**config.mk**
```make
export PLATFORM = sky130hd
export DESIGN_NAME = fmmp_mulmod_lane
export DESIGN_NICKNAME = d
export VERILOG_FILES = /design/src/design/fibonacci_mod_matrix_power_top_macros.svh /design/src/design/fmmp_pkg.sv /design/src/design/fmmp_mulmod_lane.sv
export SDC_FILE = /design/constraint.sdc
export NUM_CORES = 1
export LEC_CHECK = 0
export ABC_AREA = 0
export BUFFER_PORTS_ARGS = -buffer_cell sky130_fd_sc_hd__buf_2
export CAP_MARGIN = 20
export CORE_ASPECT_RATIO = 0.5
export CORE_MARGIN = 1
export CORE_UTILIZATION = 50
export CTS_CLUSTER_DIAMETER = 200
export DETAILED_ROUTE_END_ITERATION = 8
export HOLD_SLACK_MARGIN = 0.1
export PLACE_DENSITY = 0.74
export SLEW_MARGIN = 40
export SYNTH_ARGS = -nofsm -noshare
export SYNTH_HDL_FRONTEND = slang
export SYNTH_SLANG_ARGS = --single-unit
```
**constraint.sdc**
```tcl
create_clock -name clk_i -period 4.8 [get_ports clk_i]
set_input_delay 0.48 -clock clk_i [delete_from_list [all_inputs] [get_ports clk_i]]
set_output_delay 0.48 -clock clk_i [all_outputs]
set_load 0.01 [all_outputs]
```
**src/design/fibonacci_mod_matrix_power_top_macros.svh**
```systemverilog
// Assertion macros shared by the design files.
// Both macros sample on clk_i and are disabled while rst_ni is low.
`ifndef FIBONACCI_MOD_MATRIX_POWER_TOP_MACROS_SVH
`define FIBONACCI_MOD_MATRIX_POWER_TOP_MACROS_SVH

`ifndef SYNTHESIS
// The property must hold at every clock edge outside reset.
`define FMMP_ASSERT(lbl, prop, msg) \
  lbl: assert property (@(posedge clk_i) disable iff (!rst_ni) (prop)) else $error(msg);
// The expression must never be true outside reset.
`define FMMP_ASSERT_NEVER(lbl, expr, msg) \
  lbl: assert property (@(posedge clk_i) disable iff (!rst_ni) !(expr)) else $error(msg);
`else
`define FMMP_ASSERT(lbl, prop, msg)
`define FMMP_ASSERT_NEVER(lbl, expr, msg)
`endif

`endif

```
**src/design/fmmp_pkg.sv**
```systemverilog
package fmmp_pkg;

  // Width of every residue, exponent and modulus.
  localparam int unsigned WordW = 31;
  typedef logic [WordW-1:0] word_t;

  // Product lanes: two per entry of a 2x2 matrix product.
  localparam int unsigned Lanes = 8;

  // Microprogram counter.
  localparam int unsigned PcW = 3;
  typedef logic [PcW-1:0] pc_t;

  // Microcode operations.
  typedef enum logic [2:0] {
    OP_WAIT,  // take the next input item
    OP_JZN,   // jump when the exponent is zero
    OP_JNB,   // jump when the low exponent bit is clear
    OP_MUL,   // run the eight product lanes and write one matrix
    OP_SHR,   // shift the exponent right, jump when it becomes zero
    OP_JMP,   // unconditional jump
    OP_EMIT   // load the result register and return to wait
  } op_e;

  // Matrix bank: the running product or the running square.
  typedef enum logic {
    BANK_ACC,
    BANK_SQR
  } bank_e;

  typedef struct packed {
    op_e   op;
    bank_e bank;
    pc_t   target;
  } ucode_t;

  // Program addresses.
  localparam pc_t PcWait  = 3'd0;
  localparam pc_t PcZero  = 3'd1;
  localparam pc_t PcBit   = 3'd2;
  localparam pc_t PcMulA  = 3'd3;
  localparam pc_t PcShift = 3'd4;
  localparam pc_t PcMulS  = 3'd5;
  localparam pc_t PcLoop  = 3'd6;
  localparam pc_t PcEmit  = 3'd7;

  // Request from the sequencer to one modular product lane.
  typedef struct packed {
    logic  start;
    word_t mcand;
    word_t mplier;
    word_t modulus;
  } lane_req_t;

  // Sum of two residues below m, reduced by one compare and subtract.
  function automatic word_t mod_add(word_t a, word_t b, word_t m);
    logic [WordW:0] s;
    s = {1'b0, a} + {1'b0, b};
    if (s >= {1'b0, m}) begin
      s = s - {1'b0, m};
    end
    return s[WordW-1:0];
  endfunction

  // Control store: square-and-multiply over the exponent bits.
  function automatic ucode_t ucode_rom(pc_t pc);
    ucode_t w;
    case (pc)
      PcWait:  w = '{op: OP_WAIT, bank: BANK_ACC, target: PcZero};
      PcZero:  w = '{op: OP_JZN,  bank: BANK_ACC, target: PcEmit};
      PcBit:   w = '{op: OP_JNB,  bank: BANK_ACC, target: PcShift};
      PcMulA:  w = '{op: OP_MUL,  bank: BANK_ACC, target: PcShift};
      PcShift: w = '{op: OP_SHR,  bank: BANK_ACC, target: PcEmit};
      PcMulS:  w = '{op: OP_MUL,  bank: BANK_SQR, target: PcLoop};
      PcLoop:  w = '{op: OP_JMP,  bank: BANK_ACC, target: PcBit};
      PcEmit:  w = '{op: OP_EMIT, bank: BANK_ACC, target: PcWait};
      default: w = '{op: OP_WAIT, bank: BANK_ACC, target: PcZero};
    endcase
    return w;
  endfunction

endpackage

```
**src/design/fmmp_mulmod_lane.sv**
```systemverilog
module fmmp_mulmod_lane (
  input  logic                clk_i,
  input  logic                rst_ni,
  input  fmmp_pkg::lane_req_t req_i,
  output logic                busy_o,
  output fmmp_pkg::word_t     prod_o
);
  import fmmp_pkg::*;

  word_t mcand_q;
  word_t mplier_q;
  word_t acc_q;

  // The lane runs while multiplier bits remain.
  assign busy_o = (mplier_q != '0);
  assign prod_o = acc_q;

  // Multiplier bits, consumed low bit first.
  always_ff @(posedge clk_i or negedge rst_ni) begin
    if (!rst_ni) begin
      mplier_q <= '0;
    end else if (req_i.start) begin
      mplier_q <= req_i.mplier;
    end else if (busy_o) begin
      mplier_q <= mplier_q >> 1;
    end
  end

  // Double-and-add: each step adds the multiplicand when the bit is set, then doubles it.
  always_ff @(posedge clk_i) begin
    if (req_i.start) begin
      mcand_q <= req_i.mcand;
      acc_q   <= '0;
    end else if (busy_o) begin
      if (mplier_q[0]) begin
        acc_q <= mod_add(acc_q, mcand_q, req_i.modulus);
      end
      mcand_q <= mod_add(mcand_q, mcand_q, req_i.modulus);
    end
  end

endmodule

```
==> flow_metrics.py, run 1 <==
metrics = {
    "global_routing": {
        "antenna_found_initial": 0,
        "grt_use_met3": 0.0747,
        "groute.layer.met1.usage": 0.400,
        "grt_pass1_vias": 8374,
        "grtUsageTotal": 0.303,
        "grt_first_pass_wirelength_um": 42800,
        "grt.busiest_layer": "met2",
        "met2_usage": 0.503,
        "overflow": 0,
        "grt_start_max_net_pins": 60,
    },
    "setup_path": {
        "endpoint_kind": "register",
        "start_kind": "register",
        "cpMostUsedCell": "buf_4",
        "rrSetupSlack_ns": -0.06,
        "crit_arrival_ns": 5.07,
        "crit_buf_inv": 5,
        "crit_family": "compound AO/OA/AOI/OAI gates",
        "critPathMaxFanout": 6,
        "reg2reg_from": "mcand_q[8]",
        "required_ns": 5.02,
        "critPathKind": "reg2reg",
        "crit_slowest_cell": "edfxtp_1",
        "cp_slowest_stage_delay_ns": 0.40,
        "setup.worst_path.start": "mcand_q[8]",
        "worstPathCellList": "ha_1 > a21oi_1 > o21ai_1 > a31o_2 > nor3_4 > buf_4 > o21ai_4 > a221oi_2 > buf_4 > buf_4 > xnor2_1 > ha_1 > a21o_1 > a21oi_1 > o21bai_1 > a2bb2oi_2 > a31o_1 > o311a_4 > buf_12 > buf_12 > mux2i_1 > a211oi_1",
    },
    "floorplanning": {
        "core_sq_um": 16800,
        "die_y_um": 96.1,
        "die_area_sq_um": 18300,
        "num_rows": 33,
        "io_pins": 128,
        "die_x_um": 190,
        "initial_core_util": 0.526,
    },
    "clock_tree": {
        "clk_latency_ns": 0.37,
        "clockBufferDepth": 2,
        "h-tree-depth": 3,
        "clock-sinks": 93,
        "cts_tree": "yes",
        "clkSlewWorstSetupHoldPaths_ns": 0.08,
        "cts_root_buf": "clkbuf_16",
        "holdBufCountCts": 0,
        "cts_made_buffers": 9,
    },
    "yosys": {
        "synth_ff_type": "edfxtp_1",
        "syn-num-nets": 1212,
        "ys_async_sr_fraction": 0.333,
        "syn_inst": 1020,
        "synth_edf_count": 31,
        "ys_types": 69,
        "postSynthAreaPerCell_sq_um": 8.68,
        "syn_area_sq_um": 8860,
        "synth_area_leaders": "ha_1 (13%), edfxtp_1 (11%), dfrtp_1 (8.8%), dfxtp_1 (7.0%), a21oi_1 (5.9%)",
        "post-synth-top-area-cell": "ha_1",
        "synth_seq_area_share": 0.263,
        "synth_top_area_frac": 0.131,
        "yosysWarningCount": 0,
        "synth_seq_cells": 93,
    },
    "sta": {
        "finalSetupViolCount": 5,
        "worst_pin_slew_ns": 0.752,
        "fin_ws_ns": -0.0561,
        "finalHoldViolCount": 0,
        "hold_ws_ns": 0.135,
        "final.setup.tns_ns": -0.0981,
        "fin_crit_ns": 4.86,
        "fmax_mhz": 206,
        "maxSlewHeadroom": 0.498,
        "period_share": 1.01,
        "rsz0062_at_grt": "true",
        "maxSlewViolCount": 0,
        "fin_worst_skew_ns": 0.0122,
    },
    "layout": {
        "antenna_cells": 0,
        "finish.utilization": 0.665,
        "synthToLayoutAreaGrowth_pct": 26.4,
        "drive_gt1_frac": 0.310,
        "multi_input_area_sq_um": 6590,
        "fill_cells": 1377,
        "regArea_sq_um": 2330,
        "stdcell_count": 1450,
        "nets": 1410,
    },
    "drt": {
        "routedWlPerCell_um": 19.5,
        "final_antenna_net_count": 0,
        "finalWirelength_um": 28200,
        "vias_per_cell": 6.06,
        "firstDrtPassIters": 5,
        "drtIter0Drc": 600,
        "drc_errors": 0,
        "vias": 8783,
    },
    "outcome": {
        "status": "finished with violations",
        "violations": "negative setup slack",
    },
    "worst_hold_path": {
        "hp-class": "in2async",
    },
    "placed_design": {
        "dp_hpwl_um": 20600,
        "place_congestion": 0.984,
        "io_buffers": 127,
        "dp_cells": 1407,
    },
    "run": {
        "cap_violations": 0,
    },
}
routing by layer:
layer  share of wire  wire length, um
met1            0.45            12800
met2            0.46            12900
met3           0.076             2150
met4           0.013              363
met5               0                0
what timing repair did:
item                                    CTS  global route
pin swaps                                10            51
endpoints found under the setup margin   31            31
gates cloned                              2             2
buffers inserted                          3            20
resized for setup                        18            79
Yosys cell counts (all sizes together) (29+ instances only):
master,instances
a211oi,40
a21o,40
a21oi,104
dfrtp,31
dfxtp,31
edfxtp,31
ha,93
inv,53
mux2,31
mux2i,29
nand2,66
nor2,89
o21ai,67
xnor2,48
cell families (layout without fill, tap and decap cells):
group,count (synthesis),count (layout),synth area share
adders and majority gates,96,96,0.138
AOI/OAI and AO/OA,345,345,0.261
muxes,60,60,0.0722
buffers and inverters,88,291,0.0421
xor gates and xnor gates,76,76,0.0752
and+or+nand+nor,262,262,0.148
DFF,93,93,0.263
through the flow:
step / area, sq um / worst slack (ns)
after floorplan: 8860 / 0.291
after global placement: 10100 / -0.135
after detailed placement: 10100 / -0.275
after CTS: 10600 / 0.0188
after global routing: 11200 / -0.175
final: 11200 / -0.0561
final cells by class:
cell class	instances	share of cell area
Multi-Input combinational cell	839	0.589
Sequential cell	93	0.208
Timing Repair Buffer	221	0.133
Tap cell	227	0.0254
Clock buffer	9	0.0201
Inverter	54	0.0181
Clock inverter	7	0.00659
state kept, by name (all words and copies together), names as in the netlist:
name and cells:
prod_o 31, mplier_q 31, mcand_q 31
layout by cell type (no fill, tap or decap), drive strengths merged, types with 9 or more instances in the layout:
master / count
buf: 218
a21oi: 104
ha: 93
nor2: 89
o21ai: 67
nand2: 66
inv: 58
xnor2: 48
a21o: 40
a211oi: 40
mux2: 31
edfxtp: 31
dfxtp: 31
dfrtp: 31
mux2i: 29
xor2: 28
nand3: 18
o21a: 17
nor3: 17
nand4: 13
o21bai: 12
a31oi: 12
nor2b: 11
clkbuf: 11
and3: 9
nor4: 9
worst paths after layout:
check	endpoint	depth (start not counted)
max	prod_o[5]	22
min	mplier_q[12]	1
max reg2reg	prod_o[5]	22
min reg2reg	mplier_q[4]	1
max in group asynchronous	mplier_q[0]	1
min in group clk_i	mplier_q[12]	2
Power of run 1 is left out: the tool's default activity adds up to more than one toggle a clock period on the data nets, which glitch-free logic cannot reach.
==> run 2: changes to the inputs <==
--- a/config.mk
+++ b/config.mk
@@ -15,6 +15,7 @@
 export DETAILED_ROUTE_END_ITERATION = 8
 export HOLD_SLACK_MARGIN = 0.1
 export PLACE_DENSITY = 0.74
+export REMOVE_ABC_BUFFERS = 1
 export SLEW_MARGIN = 40
 export SYNTH_ARGS = -nofsm -noshare
 export SYNTH_HDL_FRONTEND = slang
==> run 2 against run 1 <==
The flow now finishes without violations. Critical path depth shrank 4. Maximum frequency grew 1.8%. Critical endpoint is now prod_o[7]. Highest routed layer unchanged. Core utilization shrank 0.059 points.
==> flow_metrics.py, run 2 (synthesized netlist as in run 1, its figures left out) <==
metrics = {
    "setup_path": {
        "reg2reg_from": "mcand_q[1]",
        "critPathMaxFanout": 7,
        "start_kind": "register",
        "r2r-end": "prod_o[7]",
        "crit_arrival_ns": 4.99,
        "cp_slowest_stage_delay_ns": 0.44,
        "required_ns": 5.02,
        "critPathKind": "reg2reg",
        "endpoint_kind": "register",
        "rrSetupSlack_ns": 0.03,
        "r2r_cells": 18,
        "crit_slowest_cell": "edfxtp_1",
        "worstPathCellList": "ha_1 > a21o_1 > nand4_1 > buf_4 > a2111oi_4 > nor3_4 > buf_4 > xnor2_1 > ha_1 > and4_1 > a221o_1 > o31ai_4 > a31o_1 > o311a_4 > buf_12 > nor2_4 > a21oi_1 > a211oi_2",
    },
    "sta": {
        "fin_crit_ns": 4.77,
        "hold_ws_ns": 0.137,
        "fmax_mhz": 210,
        "rsz0062_at_grt": "true",
        "worst_pin_slew_ns": 0.805,
        "fin_worst_skew_ns": 0.0140,
        "finalHoldViolCount": 0,
        "maxSlewViolCount": 0,
        "finalSetupViolCount": 0,
        "fin_ws_ns": 0.0286,
        "period_share": 0.994,
        "maxSlewHeadroom": 0.463,
    },
    "global_routing": {
        "grt_pass1_vias": 8136,
        "grtUsageTotal": 0.287,
        "antenna_found_initial": 0,
        "grt_start_max_net_pins": 65,
        "overflow": 0,
        "grt_first_pass_wirelength_um": 40700,
    },
    "drt": {
        "drc_errors": 0,
        "finalWirelength_um": 26900,
        "firstDrtPassIters": 5,
        "final_antenna_net_count": 0,
        "drtIter0Drc": 596,
        "vias": 8720,
        "vias_per_cell": 5.95,
        "routedWlPerCell_um": 18.4,
    },
    "layout": {
        "fill_cells": 1412,
        "multi_input_area_sq_um": 6500,
        "layout_common_cells": "buf_2 (126), buf_4 (105), ha_1 (89)",
        "drive_gt1_frac": 0.305,
        "final_common_cell": "buf_2",
        "antenna_cells": 0,
        "stdcell_count": 1466,
        "finish.utilization": 0.664,
        "synthToLayoutAreaGrowth_pct": 26.3,
        "nets": 1426,
        "regArea_sq_um": 2330,
    },
    "placed_design": {
        "place_congestion": 0.926,
        "dp_cells": 1430,
        "io_buffers": 127,
        "dp_hpwl_um": 20300,
        "preCtsSetupSlack_ns": -0.193,
    },
    "floorplanning": {
        "num_rows": 33,
        "io_pins": 128,
        "die_x_um": 190,
        "die_area_sq_um": 18300,
        "die_y_um": 96.1,
        "core_sq_um": 16800,
        "initial_core_util": 0.526,
    },
    "clock_tree": {
        "clk_latency_ns": 0.37,
        "clock-sinks": 93,
        "holdBufCountCts": 0,
        "cts_made_buffers": 9,
        "cts_root_buf": "clkbuf_16",
        "cts_tree": "yes",
        "clockBufferDepth": 2,
        "h-tree-depth": 3,
        "clkSlewWorstSetupHoldPaths_ns": 0.08,
    },
    "outcome": {
        "status": "finished, final reports clean",
    },
    "run": {
        "cap_violations": 0,
    },
    "worst_hold_path": {
        "hp-class": "in2async",
    },
}
-- run 2: how the worst max path moves through the flow --
| stage | endpoint | depth (start not counted) | slack (ns) | start |
|---|---|---|---|---|
| final | prod_o[7] | 18 | 0.03 | mcand_q[1] |
| after floorplan | prod_o[29] | 19 | -1.00 | mcand_q[0] |
| after CTS | prod_o[3] | 21 | 0.00003 | mcand_q[0] |
| after global routing | prod_o[26] | 20 | -0.16 | mcand_q[0] |
| after detailed placement | prod_o[9] | 20 | -0.19 | mcand_q[0] |
| after global placement | prod_o[11] | 20 | -0.02 | mcand_q[0] |
-- run 2: critical path, delay by kind of cell (launching register included) --
kind | cells | cell delay, ns
AOI/OAI and AO/OA | 8 | 1.98
adders and majority gates | 2 | 0.66
buffers and inverters | 3 | 0.56
and+or+nand+nor | 4 | 0.52
DFF | 1 | 0.44
xor gates and xnor gates | 1 | 0.44
-- run 2: through the flow --
step | setup TNS [ns] | instance area (sq um)
3_5_place_dp | -3.19 | 10300
6_report | 0 | 11200
5_1_grt | -3.12 | 11200
4_1_cts | 0 | 10700
2_1_floorplan | -27.27 | 8690
3_3_place_gp | -0.0214 | 10300
-- run 2: cell type report --
class | count | share of cell area
clock inverter | 7 | 0.00749
inverter | 54 | 0.0181
clock buffer | 9 | 0.0201
timing repair buffer | 237 | 0.139
tap | 227 | 0.0254
multi-input combinational | 839 | 0.582
sequential | 93 | 0.208
-- run 2: layer usage --
metal	track usage	vias to the layer above	part of all wire
met5	0	-	0
met1	0.398	4164	0.48
li1	-	4227	-
met3	0.0609	28	0.067
met2	0.459	301	0.44
met4	0.0613	0	0.012
-- run 2: repair_timing --
action | 4_1_cts | 5_1_grt
pin swaps | 11 | 44
cloned | 1 | 2
setup buffers | 2 | 17
gates resized for setup | 14 | 63
endpoints found under the setup margin | 31 | 31
Power of run 2 is left out for the same reason.
==> run 3: changes to the inputs <==
--- a/config.mk
+++ b/config.mk
@@ -6,7 +6,7 @@
 export NUM_CORES = 1
 export LEC_CHECK = 0
 export ABC_AREA = 0
-export BUFFER_PORTS_ARGS = -buffer_cell sky130_fd_sc_hd__buf_2
+export BUFFER_PORTS_ARGS = -buffer_cell sky130_fd_sc_hd__buf_4
 export CAP_MARGIN = 20
 export CORE_ASPECT_RATIO = 0.5
 export CORE_MARGIN = 1
==> run 3 against run 2 <==
Count of clock-buffer cells in the layout did not move. Register-to-register slack barely moved. Non-clock buffer count fell by 8. Core utilization rose by 1.6 points. Wire length rose by 2.2%. Setup slack got worse by 0.0077 ns. Sequential cell count did not move.
==> flow_metrics.py, run 3 (synthesized netlist as in run 1, its figures left out) <==
metrics = {
    "drt": {
        "firstDrtPassIters": 5,
        "vias_per_cell": 6.02,
        "drc_errors": 0,
        "vias": 8772,
        "final_antenna_net_count": 0,
        "routedWlPerCell_um": 18.9,
        "finalWirelength_um": 27500,
        "drtIter0Drc": 616,
    },
    "placed_design": {
        "preCtsSetupSlack_ns": -0.419,
        "place_congestion": 0.956,
        "dp_hpwl_um": 20400,
        "io_buffers": 127,
    },
    "setup_path": {
        "crit_arrival_ns": 5.00,
        "critPathKind": "reg2reg",
        "rrSetupSlack_ns": 0.02,
        "required_ns": 5.02,
        "endpoint_kind": "register",
        "critPathMaxFanout": 8,
        "start_kind": "register",
    },
    "sta": {
        "finalSetupViolCount": 0,
        "maxSlewViolCount": 0,
        "worst_pin_slew_ns": 0.711,
        "rsz0062_at_grt": "true",
        "fmax_mhz": 209,
        "fin_crit_ns": 4.78,
        "fin_ws_ns": 0.0209,
        "fin_worst_skew_ns": 0.0136,
        "maxSlewHeadroom": 0.526,
        "hold_ws_ns": 0.329,
        "finalHoldViolCount": 0,
        "period_share": 0.996,
    },
    "clock_tree": {
        "cts_tree": "yes",
        "clkSlewWorstSetupHoldPaths_ns": 0.08,
        "clockBufferDepth": 2,
        "clk_latency_ns": 0.37,
        "clock-sinks": 93,
        "h-tree-depth": 3,
        "cts_made_buffers": 9,
        "cts_root_buf": "clkbuf_16",
    },
    "floorplanning": {
        "die_x_um": 190,
        "die_area_sq_um": 18300,
        "num_rows": 33,
        "io_pins": 128,
        "die_y_um": 96.1,
        "core_sq_um": 16800,
        "initial_core_util": 0.526,
    },
    "global_routing": {
        "antenna_found_initial": 0,
        "overflow": 0,
        "grt_pass1_vias": 7911,
        "grt_first_pass_wirelength_um": 40900,
        "grt_start_max_net_pins": 62,
        "grtUsageTotal": 0.291,
    },
    "layout": {
        "antenna_cells": 0,
        "layout_common_cells": "buf_4 (221), a21oi_1 (90), ha_1 (86)",
        "drive_gt1_frac": 0.299,
        "fill_cells": 1364,
        "final_common_cell": "buf_4",
        "nets": 1418,
        "synthToLayoutAreaGrowth_pct": 29.4,
    },
    "worst_hold_path": {
        "hp-class": "in2reg",
    },
    "outcome": {
        "status": "finished, final reports clean",
    },
    "run": {
        "cap_violations": 0,
    },
}
-- run 3: cell types whose count changed in the layout (fill, tap and decap cells not counted), sizes merged --
cell | previous run | this run
clkinv | 3 | 5
dlygate4sd3 | 0 | 1
buf | 235 | 225
inv | 58 | 56
clkbuf | 11 | 12
-- run 3: layer usage --
metal / vias up / GRT usage / wire, um / part of all wire
met2: 359 / 0.451 / 11900 / 0.43
li1: 4211 / - / - / -
met5: - / 0 / 0 / 0
met4: 0 / 0.0707 / 554 / 0.020
met3: 47 / 0.0558 / 2310 / 0.084
met1: 4155 / 0.416 / 12800 / 0.46
-- run 3: timing repair --
action	CTS	global route
setup endpoints to repair	31	31
hold endpoints to repair	31	0
buffers inserted	3	21
pin swaps	12	35
gates resized for setup	23	48
hold buffers	1	0
gates cloned	1	3
-- run 3: path summary, 6_finish.rpt --
path | start | endpoint | depth (start not counted)
hold / removal | req_i[61] | mplier_q[30] | 2
hold reg to reg | mplier_q[2] | mplier_q[1] | 1
setup reg to reg | mcand_q[0] | prod_o[4] | 23
min in group asynchronous | rst_ni | mplier_q[15] | 2
setup / recovery | mcand_q[0] | prod_o[4] | 23
max in group asynchronous | rst_ni | mplier_q[0] | 2
-- run 3: per-stage QoR --
stage | area [sq um] | utilization | instances | TNS (ns)
CTS | 11000 | 0.652 | 1434 | 0
floorplan | 8690 | - | 986 | -27.27
finish | 11500 | 0.680 | 1458 | 0
global placement | 10500 | 0.623 | 1413 | -7.83
global route | 11500 | 0.680 | 1458 | -2.43
detailed placement | 10500 | 0.623 | 1413 | -8.74
-- run 3: layout make-up --
type                    count  area [sq um]  area share
multi-input cells         839          6510       0.568
flip-flops and latches     93          2330       0.203
repair buffers            229          1820       0.159
well taps                 227           284      0.0248
clock buffers               9           225      0.0196
inverters                  54           203      0.0177
clock inverters             7          88.8     0.00775
-- run 3: critical path, stage by stage, from the launching register on --
cell      delay, ns
edfxtp_1       0.40
ha_2           0.21
fa_2           0.37
a211oi_2       0.21
o21bai_2       0.10
a31oi_2        0.27
inv_1          0.11
a21o_1         0.18
a21o_1         0.19
a21oi_2        0.16
xnor2_2        0.15
ha_1           0.28
and4_1         0.22
buf_4          0.15
nand2_1        0.11
nor2_1         0.11
o31ai_4        0.28
a31o_1         0.20
o311a_4        0.37
buf_16         0.16
buf_4          0.12
nor2_4         0.04
a21oi_2        0.14
a211oi_2       0.08
Power of run 3 is left out for the same reason.
